===== config.mk =====
export PLATFORM = sky130hd
export DESIGN_NAME = stx_etx_xor_frame_receiver_unit
export DESIGN_NICKNAME = d
export VERILOG_FILES = /design/src/sv/sxfr_pkg.sv /design/src/sv/stx_etx_xor_frame_receiver_unit.sv
export SDC_FILE = /design/constraint.sdc
export NUM_CORES = 1
export LEC_CHECK = 0
export ABC_AREA = 1
export BUFFER_PORTS_ARGS = -buffer_cell sky130_fd_sc_hd__buf_2
export CAP_MARGIN = 0
export CORE_MARGIN = 2
export CORE_UTILIZATION = 58
export DETAILED_ROUTE_END_ITERATION = 8
export PLACE_DENSITY_LB_ADDON = 0.08
export RECOVER_POWER = 25
export SLEW_MARGIN = 20
export SYNTH_ARGS = -nofsm -noshare
export SYNTH_HDL_FRONTEND = slang
export SYNTH_SLANG_ARGS = --single-unit

===== constraint.sdc =====
create_clock -name aclk -period 4.25 [get_ports aclk]
set_clock_uncertainty 0.05 [all_clocks]
set_input_delay 0.425 -clock aclk [delete_from_list [all_inputs] [get_ports aclk]]
set_output_delay 0.425 -clock aclk [all_outputs]
set_load 0.01 [all_outputs]

===== src/sv/sxfr_pkg.sv =====
// shared types and constants for the stx/etx xor frame receiver
`default_nettype none

package sxfr_pkg;

    // framing bytes
    localparam logic [7:0] STX_BYTE = 8'h02;
    localparam logic [7:0] ETX_BYTE = 8'h03;

    // payload size limit in four-byte words
    localparam int MAX_WORDS_DEF = 16;

    // register reset values
    localparam logic [4:0]  PAYLOAD_WORDS_RST = 5'd1;
    localparam logic [31:0] TIMEOUT_TICKS_RST = 32'd1000;

    // register indexes on the config port
    localparam logic REG_PAYLOAD_WORDS = 1'b0;
    localparam logic REG_TIMEOUT_TICKS = 1'b1;

    // input item kind
    typedef enum logic {
        FUNC_BYTE = 1'b0,
        FUNC_TICK = 1'b1
    } func_t;

    // result item kind
    typedef enum logic [1:0] {
        KIND_NONE   = 2'd0,
        KIND_BYTE   = 2'd1,
        KIND_STATUS = 2'd2
    } kind_t;

    // frame outcome
    typedef enum logic [2:0] {
        ST_OK        = 3'd0,
        ST_BAD_START = 3'd1,
        ST_TIMEOUT   = 3'd2,
        ST_BAD_END   = 3'd3,
        ST_CHECKSUM  = 3'd4
    } status_t;

endpackage

`default_nettype wire


===== src/sv/stx_etx_xor_frame_receiver_unit.sv =====
// stx/etx framed byte receiver with xor checksum and inter-byte timeout
`default_nettype none

// channel   | ports           | contents (low bits first)
// ----------+-----------------+------------------------------------------------
// input     | s_tvalid/tready | s_tdata: rx_byte[7:0]; s_tuser: func
// result    | m_tvalid/tready | m_tdata: payload_byte[7:0], byte_index[13:8],
//           |                 |   frame_status[16:14], zero fill; m_tuser: kind
// config    | apb             | 0x0 payload_words, 0x4 timeout_ticks
//
// one item per cycle unless stalled: every item is decoded and produces one result in the
// same cycle it is taken, the result sits in the output register next cycle.
// the output register stalls the input only while it holds a result that the
// sink has not taken. synchronous active-low reset clears the frame state and
// loads register defaults (1 word, 1000 ticks).

module stx_etx_xor_frame_receiver_unit #(
    parameter int MAX_WORDS = sxfr_pkg::MAX_WORDS_DEF
) (
    input  wire logic        aclk,
    input  wire logic        aresetn,
    // input item stream
    input  wire logic        s_tvalid,
    output logic             s_tready,
    input  wire logic [7:0]  s_tdata,   // rx_byte
    input  wire logic        s_tuser,   // func
    // result item stream
    output logic             m_tvalid,
    input  wire logic        m_tready,
    output logic [23:0]      m_tdata,   // payload_byte, byte_index, frame_status
    output logic [1:0]       m_tuser,   // kind
    // apb config port
    input  wire logic        psel,
    input  wire logic        penable,
    input  wire logic        pwrite,
    input  wire logic [2:0]  paddr,
    input  wire logic [31:0] pwdata,
    output logic [31:0]      prdata,
    output logic             pready
);

    import sxfr_pkg::*;

    // word count and byte count widths
    localparam int WW = $clog2(MAX_WORDS + 1);
    localparam int FW = WW + 2;
    localparam int CW = $clog2(MAX_WORDS * 4 + 1);

    typedef enum logic [1:0] {
        PH_WAIT,
        PH_PAYLOAD,
        PH_CHECK,
        PH_END
    } phase_t;

    // config registers
    logic [4:0]  payload_words_reg;
    logic [31:0] timeout_ticks_reg;

    // frame state
    phase_t        phase_reg, phase_next;
    logic [CW-1:0] bytes_seen_reg, bytes_seen_next;
    logic [7:0]    running_xor_reg, running_xor_next;
    logic [7:0]    received_checksum_reg, received_checksum_next;
    logic [31:0]   idle_ticks_reg, idle_ticks_next;

    // output register
    logic        m_valid_reg;
    kind_t       kind_reg, kind_next;
    logic [7:0]  payload_byte_reg, payload_byte_next;
    logic [5:0]  byte_index_reg, byte_index_next;
    status_t     status_reg, status_next;

    logic          in_accept;
    logic          cfg_write;
    logic [WW-1:0] words_eff;
    logic [FW-1:0] frame_bytes;
    logic [CW-1:0] seen_inc;
    logic [31:0]   idle_inc;

    assign s_tready  = !m_valid_reg || m_tready;
    assign in_accept = s_tvalid && s_tready;
    assign pready    = 1'b1;
    assign cfg_write = psel && penable && pwrite && pready;

    // register readback
    always_comb begin
        case (paddr[2])
            REG_PAYLOAD_WORDS: prdata = {27'd0, payload_words_reg};
            REG_TIMEOUT_TICKS: prdata = timeout_ticks_reg;
            default:           prdata = 32'd0;
        endcase
    end

    // config writes
    always_ff @(posedge aclk) begin
        if (!aresetn) begin
            payload_words_reg <= PAYLOAD_WORDS_RST;
            timeout_ticks_reg <= TIMEOUT_TICKS_RST;
        end else if (cfg_write) begin
            case (paddr[2])
                REG_PAYLOAD_WORDS: payload_words_reg <= pwdata[4:0];
                REG_TIMEOUT_TICKS: timeout_ticks_reg <= pwdata;
                default: ;
            endcase
        end
    end

    // payload length, clamped to the word limit
    always_comb begin
        if ({27'd0, payload_words_reg} > 32'(MAX_WORDS)) begin
            words_eff = WW'(MAX_WORDS);
        end else begin
            words_eff = WW'(payload_words_reg);
        end
        frame_bytes = {words_eff, 2'b00};
        seen_inc    = bytes_seen_reg + CW'(1);
        idle_inc    = (idle_ticks_reg == 32'hFFFF_FFFF) ? idle_ticks_reg
                                                        : idle_ticks_reg + 32'd1;
    end

    // per-item decode
    always_comb begin
        phase_next             = phase_reg;
        bytes_seen_next        = bytes_seen_reg;
        running_xor_next       = running_xor_reg;
        received_checksum_next = received_checksum_reg;
        idle_ticks_next        = idle_ticks_reg;
        kind_next              = KIND_NONE;
        payload_byte_next      = 8'd0;
        byte_index_next        = 6'd0;
        status_next            = ST_OK;

        if (s_tuser == FUNC_TICK) begin
            // timeout tick, only counts inside a frame
            if (phase_reg != PH_WAIT) begin
                idle_ticks_next = idle_inc;
                if (idle_inc >= timeout_ticks_reg) begin
                    phase_next             = PH_WAIT;
                    bytes_seen_next        = '0;
                    running_xor_next       = 8'd0;
                    received_checksum_next = 8'd0;
                    idle_ticks_next        = 32'd0;
                    kind_next              = KIND_STATUS;
                    status_next            = ST_TIMEOUT;
                end
            end
        end else begin
            idle_ticks_next = 32'd0;
            case (phase_reg)
                PH_WAIT: begin
                    if (s_tdata != STX_BYTE) begin
                        kind_next   = KIND_STATUS;
                        status_next = ST_BAD_START;
                    end else begin
                        bytes_seen_next        = '0;
                        running_xor_next       = 8'd0;
                        received_checksum_next = 8'd0;
                        phase_next = (frame_bytes == '0) ? PH_CHECK : PH_PAYLOAD;
                    end
                end
                PH_PAYLOAD: begin
                    running_xor_next  = running_xor_reg ^ s_tdata;
                    bytes_seen_next   = seen_inc;
                    if ((FW + CW)'(seen_inc) >= (FW + CW)'(frame_bytes)) begin
                        phase_next = PH_CHECK;
                    end
                    kind_next         = KIND_BYTE;
                    payload_byte_next = s_tdata;
                    byte_index_next   = 6'(bytes_seen_reg);
                end
                PH_CHECK: begin
                    received_checksum_next = s_tdata;
                    phase_next             = PH_END;
                end
                default: begin
                    // etx is checked before the checksum
                    if (s_tdata != ETX_BYTE) begin
                        status_next = ST_BAD_END;
                    end else if (running_xor_reg != received_checksum_reg) begin
                        status_next = ST_CHECKSUM;
                    end else begin
                        status_next = ST_OK;
                    end
                    kind_next              = KIND_STATUS;
                    phase_next             = PH_WAIT;
                    bytes_seen_next        = '0;
                    running_xor_next       = 8'd0;
                    received_checksum_next = 8'd0;
                end
            endcase
        end
    end

    // frame state and output register
    always_ff @(posedge aclk) begin
        if (!aresetn) begin
            phase_reg             <= PH_WAIT;
            bytes_seen_reg        <= '0;
            running_xor_reg       <= 8'd0;
            received_checksum_reg <= 8'd0;
            idle_ticks_reg        <= 32'd0;
            m_valid_reg           <= 1'b0;
        end else begin
            if (in_accept) begin
                phase_reg             <= phase_next;
                bytes_seen_reg        <= bytes_seen_next;
                running_xor_reg       <= running_xor_next;
                received_checksum_reg <= received_checksum_next;
                idle_ticks_reg        <= idle_ticks_next;
                m_valid_reg           <= 1'b1;
            end else if (m_tready) begin
                m_valid_reg <= 1'b0;
            end
        end
    end

    // result payload, loaded with each accepted item
    always_ff @(posedge aclk) begin
        if (in_accept) begin
            kind_reg         <= kind_next;
            payload_byte_reg <= payload_byte_next;
            byte_index_reg   <= byte_index_next;
            status_reg       <= status_next;
        end
    end

    assign m_tvalid = m_valid_reg;
    assign m_tuser  = kind_reg;
    assign m_tdata  = {7'd0, status_reg, byte_index_reg, payload_byte_reg};

endmodule

`default_nettype wire

==> impl_metrics.env, run 1 <==
export IMPL_numClockSinks=114
export IMPL_max_slew_margin_rel=-0.160
export IMPL_ios=112
export IMPL_path_common_cell="nand2_1"
export IMPL_synth_edf_count=19
export IMPL_initial_utilization=0.594
export IMPL_irDropWorstVdd_mv=0.432
export IMPL_synth_cells=1064
export IMPL_clkTransAtPathRegs_ns=0.05
export IMPL_hold_violations=0
export IMPL_yosysUniqueCellTypes=40
export IMPL_r2r_start="idle_ticks_reg[0]"
export IMPL_dr_pass1_iters=6
export IMPL_hold_class="input pin to flip-flop"
export IMPL_crit_slowest_cell="dfxtp_1"
export IMPL_holdPathStages=3
export IMPL_fp_dieH_um=115
export IMPL_critPathKind="flip-flop to flip-flop"
export IMPL_pre_cts_slack_ns=0.393
export IMPL_cp_data_required_time_ns=4.55
export IMPL_fmax_mhz=259
export IMPL_route_detailed_drc=0
export IMPL_synth_top_area_cell="dfxtp_1"
export IMPL_coreArea_um2=12000
export IMPL_use_met2=0.473
export IMPL_met1_usage=0.342
export IMPL_drt_iter0_drc=536
export IMPL_post_cts_buffers=0
export IMPL_num_rows=40
export IMPL_cts_made_buffers=17
export IMPL_busiest_layer="met2"
export IMPL_hold_end="timeout_ticks_reg[9]"
export IMPL_wire_per_inst_um=13.2
export IMPL_diodes=0
export IMPL_worstPathArrival_ns=4.17
export IMPL_cts_tree="yes"
export IMPL_place_gp_congestion=0.932
export IMPL_synth_main_ff_cell="dfxtp_1"
export IMPL_hold_start="pwdata[9]"
export IMPL_yosys_warnings=0
export IMPL_min_period_ns=3.86
export IMPL_totalWireLength_um=17300
export IMPL_vias=6758
export IMPL_dp_hpwl_um=12400
export IMPL_synth_most_common_cell="nand2_1"
export IMPL_finalSetupViolCount=0
export IMPL_r2r_slack_ns=0.39
export IMPL_met3_usage=0.0582
export IMPL_drive_gt1_frac=0.108
export IMPL_layout_nets=1248
export IMPL_fin_crit_sh=0.908
export IMPL_synth_top_cells_by_count="299 x nand2_1, 175 x inv_1, 99 x nor2_1, 95 x a21oi_1, 95 x dfxtp_1"
export IMPL_clk_latency_ns=0.41
export IMPL_failed_checks="max-capacitance violations, max-slew violations"
export IMPL_worst_pin_slew_ns=1.74
export IMPL_ys_ff_latch=114
export IMPL_cts_resized=0
export IMPL_synthesis_area_per_instance_um2=6.68
export IMPL_cp_max_fo=28
export IMPL_area_growth_pct=15.8
export IMPL_hold_buffers=0
export IMPL_synthesis_area_um2=7100
export IMPL_io_buffers=101
export IMPL_htreeDepth=4
export IMPL_cap_violations=1
export IMPL_status="finished, violations left"
export IMPL_ant_nets=0
export IMPL_synth_top_area_share=0.268
export IMPL_p_leak_nw=4.04
export IMPL_antenna_found_initial=0
export IMPL_grt_max_degree=57
export IMPL_vias_per_cell=5.14
export IMPL_grt_overflow=0
export IMPL_tns_ns=0
export IMPL_p_per_area_nw_per_um2=347
export IMPL_ys_seq_area_frac=0.348
export IMPL_cts_root_buf="clkbuf_16"
export IMPL_yosys_top_cells_area="dfxtp_1 27%, nand2_1 16%, inv_1 9.2%"
export IMPL_design_die_area_um2=13100
export IMPL_fin_ws_ns=0.389
export IMPL_dieWidth_um=115
export IMPL_grt_pass1_wl_um=28500
export IMPL_start_kind="flip-flop"
export IMPL_grt_use_total=0.274
export IMPL_grt_pass1_vias=6081
export IMPL_rr_endpoint="bytes_seen_reg[0]"
export IMPL_drv_slew=40
export IMPL_ff2ff_path_depth=27
export IMPL_synthArstFlopShare=0
export IMPL_end_kind="flip-flop"
export IMPL_clk_path_buf_depth=2
export IMPL_grt_setup_unrepaired="false"
export IMPL_crit_path_max_incr_delay_ns=0.41
where the power goes:
part / switching, mW / internal (mW) / leakage, nW
clock: 0.488 / 0.938 / 0.290
combinational: 0.182 / 0.0941 / 2.78
sequential: 0.0196 / 1.13 / 0.962
metrics by stage:
| stage | cells | cell area, um^2 | util | hold WS, ns | total power [mW] |
|---|---|---|---|---|---|
| floorplan | 1070 | 7130 | - | 0.400 | 1.37 |
| global placement | 1282 | 7660 | 0.641 | 0.417 | 1.45 |
| detailed placement | 1282 | 7660 | 0.641 | 0.424 | 1.45 |
| CTS | 1314 | 8260 | 0.690 | 0.167 | 2.87 |
| global route | 1314 | 8230 | 0.688 | 0.177 | 2.96 |
| finish | 1314 | 8230 | 0.688 | 0.178 | 2.86 |
area by class of cell:
| cell class | instances | area (um^2) |
|---|---|---|
| clock buffer | 19 | 453 |
| inverter | 177 | 664 |
| sequential | 114 | 2470 |
| fill | 1087 | 3740 |
| timing repair buffer | 111 | 562 |
| multi-input combinational | 733 | 3750 |
| clock inverter | 13 | 140 |
| tap | 147 | 184 |
cell usage in the layout, fill, tap and decap left out, drive strengths merged, types with 3 or more instances in the layout:
master  instances
nor4            3
xor2           24
a21oi          97
nand2         300
nand3          22
conb            8
clkinv         10
ha             43
buf            87
nand4          35
bufinv          3
edfxtp         19
nor3           17
o21ai          60
inv           176
xnor2           9
a21o            4
dfxtp          95
nor2          103
clkbuf         43
critical path: cells and delay by family (launching register included):
| family | cells | cell delay, ns |
|---|---|---|
| simple gates | 20 | 2.27 |
| flops | 1 | 0.41 |
| buf+inv | 4 | 0.40 |
| fa+ha+maj | 2 | 0.55 |
| compound gates | 1 | 0.09 |
cell families (layout without fill, tap and decap cells):
logic type	Yosys count	count (layout)	share of synthesized area
AND/OR/NAND/NOR	483	483	0.285
buffers and inverters	223	320	0.127
AO/OA/AOI/OAI	166	166	0.123
flip-flops	114	114	0.348
adder cells (fa/ha/maj)	43	43	0.0757
XOR/XNOR	33	33	0.0407
other	2	8	0.00106
per-layer routing:
metal | routed length [um] | part of all wire | vias to the layer above
met1 | 7950 | 0.46 | 3078
met5 | 0 | 0 | -
met3 | 664 | 0.038 | 20
met2 | 8500 | 0.49 | 134
li1 | - | - | 3526
met4 | 237 | 0.014 | 0
worst max path at each step:
stage / cells after the start / end / start
after global placement: 22 / idle_ticks_reg[15] / idle_ticks_reg[0]
after global routing: 27 / running_xor_reg[6] / idle_ticks_reg[1]
final: 27 / bytes_seen_reg[0] / idle_ticks_reg[0]
after CTS: 22 / idle_ticks_reg[18] / idle_ticks_reg[0]
after detailed placement: 22 / idle_ticks_reg[12] / idle_ticks_reg[0]
after floorplan: 27 / idle_ticks_reg[8] / idle_ticks_reg[0]
Power figures use the tool's default switching activity.
==> run 2: changes to the inputs <==
--- a/config.mk
+++ b/config.mk
@@ -9,7 +9,8 @@
 export BUFFER_PORTS_ARGS = -buffer_cell sky130_fd_sc_hd__buf_2
 export CAP_MARGIN = 0
 export CORE_MARGIN = 2
-export CORE_UTILIZATION = 58
+export CORE_UTILIZATION = 28
+export CTS_BUF_LIST = sky130_fd_sc_hd__clkbuf_8
 export DETAILED_ROUTE_END_ITERATION = 8
 export PLACE_DENSITY_LB_ADDON = 0.08
 export RECOVER_POWER = 25
==> impl_metrics.env, run 2 (synthesized netlist as in run 1, its figures left out) <==
export IMPL_cp_data_required_time_ns=4.53
export IMPL_layout_common_cells="299 x nand2_1, 176 x inv_1, 99 x nor2_1, 95 x a21oi_1, 95 x dfxtp_1"
export IMPL_dr_pass1_iters=5
export IMPL_irDropWorstVdd_mv=0.151
export IMPL_min_period_ns=3.79
export IMPL_cts_root_buf="clkbuf_8"
export IMPL_fmax_mhz=264
export IMPL_nFillCells=2819
export IMPL_end_kind="flip-flop"
export IMPL_route_detailed_drc=0
export IMPL_fp_dieH_um=163
export IMPL_tns_ns=0
export IMPL_grt_pass1_vias=6432
export IMPL_hold_violations=0
export IMPL_hold_class="input pin to flip-flop"
export IMPL_clk_latency_ns=0.45
export IMPL_initial_utilization=0.284
export IMPL_vias_per_cell=4.37
export IMPL_cts_tree="yes"
export IMPL_area_growth_pct=17.7
export IMPL_fin_crit_sh=0.891
export IMPL_hold_buffers=0
export IMPL_drv_slew=77
export IMPL_design_die_area_um2=26700
export IMPL_worst_pin_slew_ns=2.05
export IMPL_hold_ws_ns=0.157
export IMPL_status="finished, violations left"
export IMPL_numClockSinks=114
export IMPL_dp_hpwl_um=15000
export IMPL_dp_cells=1481
export IMPL_seq_area_um2=2470
export IMPL_grt_setup_unrepaired="false"
export IMPL_dieWidth_um=163
export IMPL_cts_resized=0
export IMPL_clk_path_buf_depth=2
export IMPL_cp_max_fo=13
export IMPL_start_kind="flip-flop"
export IMPL_diodes=0
export IMPL_fin_ws_ns=0.465
export IMPL_wire_per_inst_um=13.3
export IMPL_cap_violations=2
export IMPL_cts_made_buffers=17
export IMPL_vias=6616
export IMPL_ios=112
export IMPL_grt_pass1_wl_um=32700
export IMPL_grt_use_total=0.157
export IMPL_final_common_cell="nand2_1"
export IMPL_multi_input_area_um2=3750
export IMPL_drive_gt1_frac=0.127
export IMPL_io_buffers=101
export IMPL_htreeDepth=4
export IMPL_failed_checks="max-capacitance violations, max-slew violations"
export IMPL_totalWireLength_um=20100
export IMPL_grt_overflow=0
export IMPL_ant_nets=0
export IMPL_layout_nets=1264
export IMPL_p_per_area_nw_per_um2=293
export IMPL_drt_iter0_drc=346
export IMPL_antenna_found_initial=0
export IMPL_critPathKind="flip-flop to flip-flop"
export IMPL_max_slew_margin_rel=-0.364
export IMPL_worstPathArrival_ns=4.07
export IMPL_finalSetupViolCount=0
export IMPL_place_gp_congestion=0.871
export IMPL_p_leak_nw=4.00
export IMPL_num_rows=58
export IMPL_instances_no_fill=1513
export IMPL_coreArea_um2=25000
export IMPL_clkTransAtPathRegs_ns=0.07
export IMPL_post_cts_buffers=0
export IMPL_pre_cts_slack_ns=0.419
export IMPL_finish_utilization=0.334
export IMPL_grt_max_degree=45
## run 2: changes by cell type in the layout (fill, tap and decap cells not counted), sizes merged
cell	delta
clkbuf	-6
clkinv	-2
inv	+3
bufinv	-1
clkinvlp	+2
buf	+20
## run 2: power by group
group / switching (mW) / leakage (nW) / internal, mW
clock: 0.489 / 0.191 / 0.514
sequential: 0.0186 / 0.962 / 1.13
combinational: 0.191 / 2.85 / 0.0998
## run 2: routing by layer
layer  wire (um)  global-route usage  up-vias  share of wire
met1        9200               0.189     2996           0.46
met4          84              0.0338        0         0.0042
met2       10400               0.288       66           0.51
met5           0                   0        -              0
li1            -                   -     3550              -
met3         468              0.0300        4          0.023
## run 2: stage by stage
stage | area [um^2] | power (mW)
after floorplan | 7130 | 1.37
after global placement | 8010 | 1.47
after detailed placement | 8010 | 1.47
after CTS | 8390 | 2.50
after global routing | 8360 | 2.59
final | 8360 | 2.45
## run 2: layout make-up
class | count | area share
clock buffers | 17 | 0.0280
clock inverters | 15 | 0.0169
inverters | 177 | 0.0795
multi-input cells | 733 | 0.449
flip-flops and latches | 114 | 0.296
well taps | 330 | 0.0494
repair buffers | 127 | 0.0814
## run 2: path summary, 6_finish.rpt
kind	start	to	slack [ns]	depth (start not counted)
setup / recovery	idle_ticks_reg[1]	idle_ticks_reg[15]	0.46	22
hold / removal	pwdata[5]	timeout_ticks_reg[5]	0.16	3
setup reg to reg	idle_ticks_reg[1]	idle_ticks_reg[15]	0.46	22
hold reg to reg	timeout_ticks_reg[28]	timeout_ticks_reg[28]	0.43	2
## run 2: critical path, stage by stage, from the launching register on
cell	delay, ns
dfxtp_1	0.40
ha_1	0.20
nand2_1	0.09
nor2_2	0.14
nand2_1	0.11
nor2_2	0.16
inv_2	0.08
nor2_4	0.12
nand2_2	0.18
inv_1	0.18
a21oi_1	0.08
buf_4	0.15
inv_1	0.05
ha_1	0.22
a21oi_1	0.16
o21a_1	0.13
nand2_1	0.10
a21oi_2	0.23
nand3_2	0.25
nor2_4	0.19
buf_4	0.21
nand2_1	0.07
a21oi_1	0.12
==> run 3: changes to the inputs <==
--- a/config.mk
+++ b/config.mk
@@ -12,8 +12,9 @@
 export CORE_UTILIZATION = 28
 export CTS_BUF_LIST = sky130_fd_sc_hd__clkbuf_8
 export DETAILED_ROUTE_END_ITERATION = 8
-export PLACE_DENSITY_LB_ADDON = 0.08
+export PLACE_DENSITY = 0.41
 export RECOVER_POWER = 25
+export SETUP_SLACK_MARGIN = 0.1
 export SLEW_MARGIN = 20
 export SYNTH_ARGS = -nofsm -noshare
 export SYNTH_HDL_FRONTEND = slang
==> impl_metrics.env, run 3 (synthesized netlist as in run 1, its figures left out) <==
export IMPL_p_sw_frac=0.299
export IMPL_grt_use_total=0.154
export IMPL_clk_latency_ns=0.45
export IMPL_p_per_area_nw_per_um2=302
export IMPL_dr_pass1_iters=4
export IMPL_worstPathArrival_ns=4.01
export IMPL_place_gp_congestion=0.858
export IMPL_fmax_mhz=269
export IMPL_drive_gt1_frac=0.126
export IMPL_seq_area_um2=2470
export IMPL_min_period_ns=3.72
export IMPL_cap_violations=2
export IMPL_initial_utilization=0.284
export IMPL_design_die_area_um2=26700
export IMPL_crit_path_max_incr_delay_ns=0.39
export IMPL_cts_root_buf="clkbuf_8"
export IMPL_layout_nets=1260
export IMPL_dieWidth_um=163
export IMPL_grt_pass1_wl_um=32200
export IMPL_hold_class="input pin to flip-flop"
export IMPL_ios=112
export IMPL_ff2ff_path_depth=18
export IMPL_grt_overflow=0
export IMPL_totalWireLength_um=19900
export IMPL_grt_max_degree=40
export IMPL_failed_checks="max-capacitance violations, max-slew violations"
export IMPL_p_leak_nw=4.00
export IMPL_p_comb_frac=0.114
export IMPL_crit_slowest_cell="nor3_1"
export IMPL_path_cells="inv_1, nor3_1, nand2_1, nor2_1, nand3_1, a21oi_1, buf_4, inv_1, ha_1, a21oi_1, o21a_1, nand2_1, a21oi_2, nand3_4, nor2_4, buf_6, nand2_1, a21oi_1"
export IMPL_fin_crit_sh=0.876
export IMPL_nFillCells=2853
export IMPL_num_rows=58
export IMPL_dp_hpwl_um=14800
export IMPL_cp_data_required_time_ns=4.54
export IMPL_power_switching_mw=0.754
export IMPL_diodes=0
export IMPL_grt_pass1_vias=6330
export IMPL_critPathKind="flip-flop to flip-flop"
export IMPL_clk_path_buf_depth=2
export IMPL_finalSetupViolCount=0
export IMPL_route_detailed_drc=0
export IMPL_max_slew_margin_rel=-0.365
export IMPL_layout_common_cells="299 x nand2_1, 175 x inv_1, 99 x nor2_1, 95 x a21oi_1, 93 x dfxtp_1"
export IMPL_ant_nets=0
export IMPL_multi_input_area_um2=3760
export IMPL_drv_slew=76
export IMPL_pre_cts_slack_ns=0.347
export IMPL_clkPwrFrac=0.430
export IMPL_p_int_mw=1.77
export IMPL_irDropWorstVdd_mv=0.181
export IMPL_start_kind="flip-flop"
export IMPL_power_share_sequential=0.456
export IMPL_fp_dieH_um=163
export IMPL_end_kind="flip-flop"
export IMPL_final_common_cell="nand2_1"
export IMPL_grt_setup_unrepaired="false"
export IMPL_finish_utilization=0.334
export IMPL_hold_violations=0
export IMPL_cts_made_buffers=17
export IMPL_total_power_mw=2.53
export IMPL_vias_per_cell=4.36
export IMPL_status="finished, violations left"
export IMPL_numClockSinks=114
export IMPL_fin_ws_ns=0.527
export IMPL_io_buffers=101
export IMPL_clkTransAtPathRegs_ns=0.07
export IMPL_post_cts_buffers=0
export IMPL_antenna_found_initial=0
export IMPL_tns_ns=0
export IMPL_cts_tree="yes"
export IMPL_area_growth_pct=17.9
export IMPL_htreeDepth=4
export IMPL_instances_no_fill=1509
export IMPL_coreArea_um2=25000
export IMPL_dp_cells=1477
export IMPL_cp_max_fo=14
export IMPL_vias=6580
export IMPL_drt_iter0_drc=235
export IMPL_holdPathStages=3
export IMPL_worst_pin_slew_ns=2.05
export IMPL_wire_per_inst_um=13.2
run 3: cell count changes in the layout (fill, tap and decap cells not counted), sizes merged:
cell	change
inv	+6
clkbuf	+1
buf	-5
clkinv	-4
clkinvlp	-2
run 3: metrics by stage:
stage                     cell area, um^2  hold slack [ns]
after detailed placement             7980            0.426
after CTS                            8390            0.118
after global placement               7980            0.424
final                                8370            0.149
after global routing                 8370            0.131
after floorplan                      7130            0.400
run 3: layer usage:
layer,vias up,wire [um],GRT usage
met3,7,595,0.0292
met4,0,121,0.0350
met2,80,10200,0.282
met1,2942,9030,0.184
met5,-,0,0
li1,3551,-,-
run 3: cell type report:
class,instances,area share
clock buffer,17,0.0279
clock inverter,15,0.0206
inverter,177,0.0793
multi-input combinational,733,0.449
sequential,114,0.296
tap,330,0.0493
timing repair buffer,123,0.0783
run 3: timing repair:
| item | CTS | global route |
|---|---|---|
| resized for setup | 0 | 4 |
| hold buffers | 0 | 0 |
| endpoints found under the setup margin | 0 | 46 |
run 3: final timing paths:
kind,from,endpoint,slack (ns)
worst max-delay path,idle_ticks_reg[3],idle_ticks_reg[16],0.53
worst min-delay path,pwdata[5],timeout_ticks_reg[5],0.15
worst max register to register,idle_ticks_reg[3],idle_ticks_reg[16],0.53
worst min register to register,timeout_ticks_reg[2],timeout_ticks_reg[2],0.43
run 3: worst max-delay path, delay by kind of cell (launching register included):
family	cells	cell delay, ns
compound gates	5	0.95
fa+ha+maj	1	0.28
buf+inv	4	0.49
flops	1	0.37
simple gates	8	1.48
run 3: power by group through the flow:
stage / Clock (mW) / Sequential [mW] / Combinational [mW]
floorplan: 0 / 1.18 / 0.188
global placement: 0 / 1.18 / 0.295
detailed placement: 0 / 1.18 / 0.295
CTS: 1.13 / 1.15 / 0.297
global route: 1.17 / 1.16 / 0.333
finish: 1.09 / 1.15 / 0.288
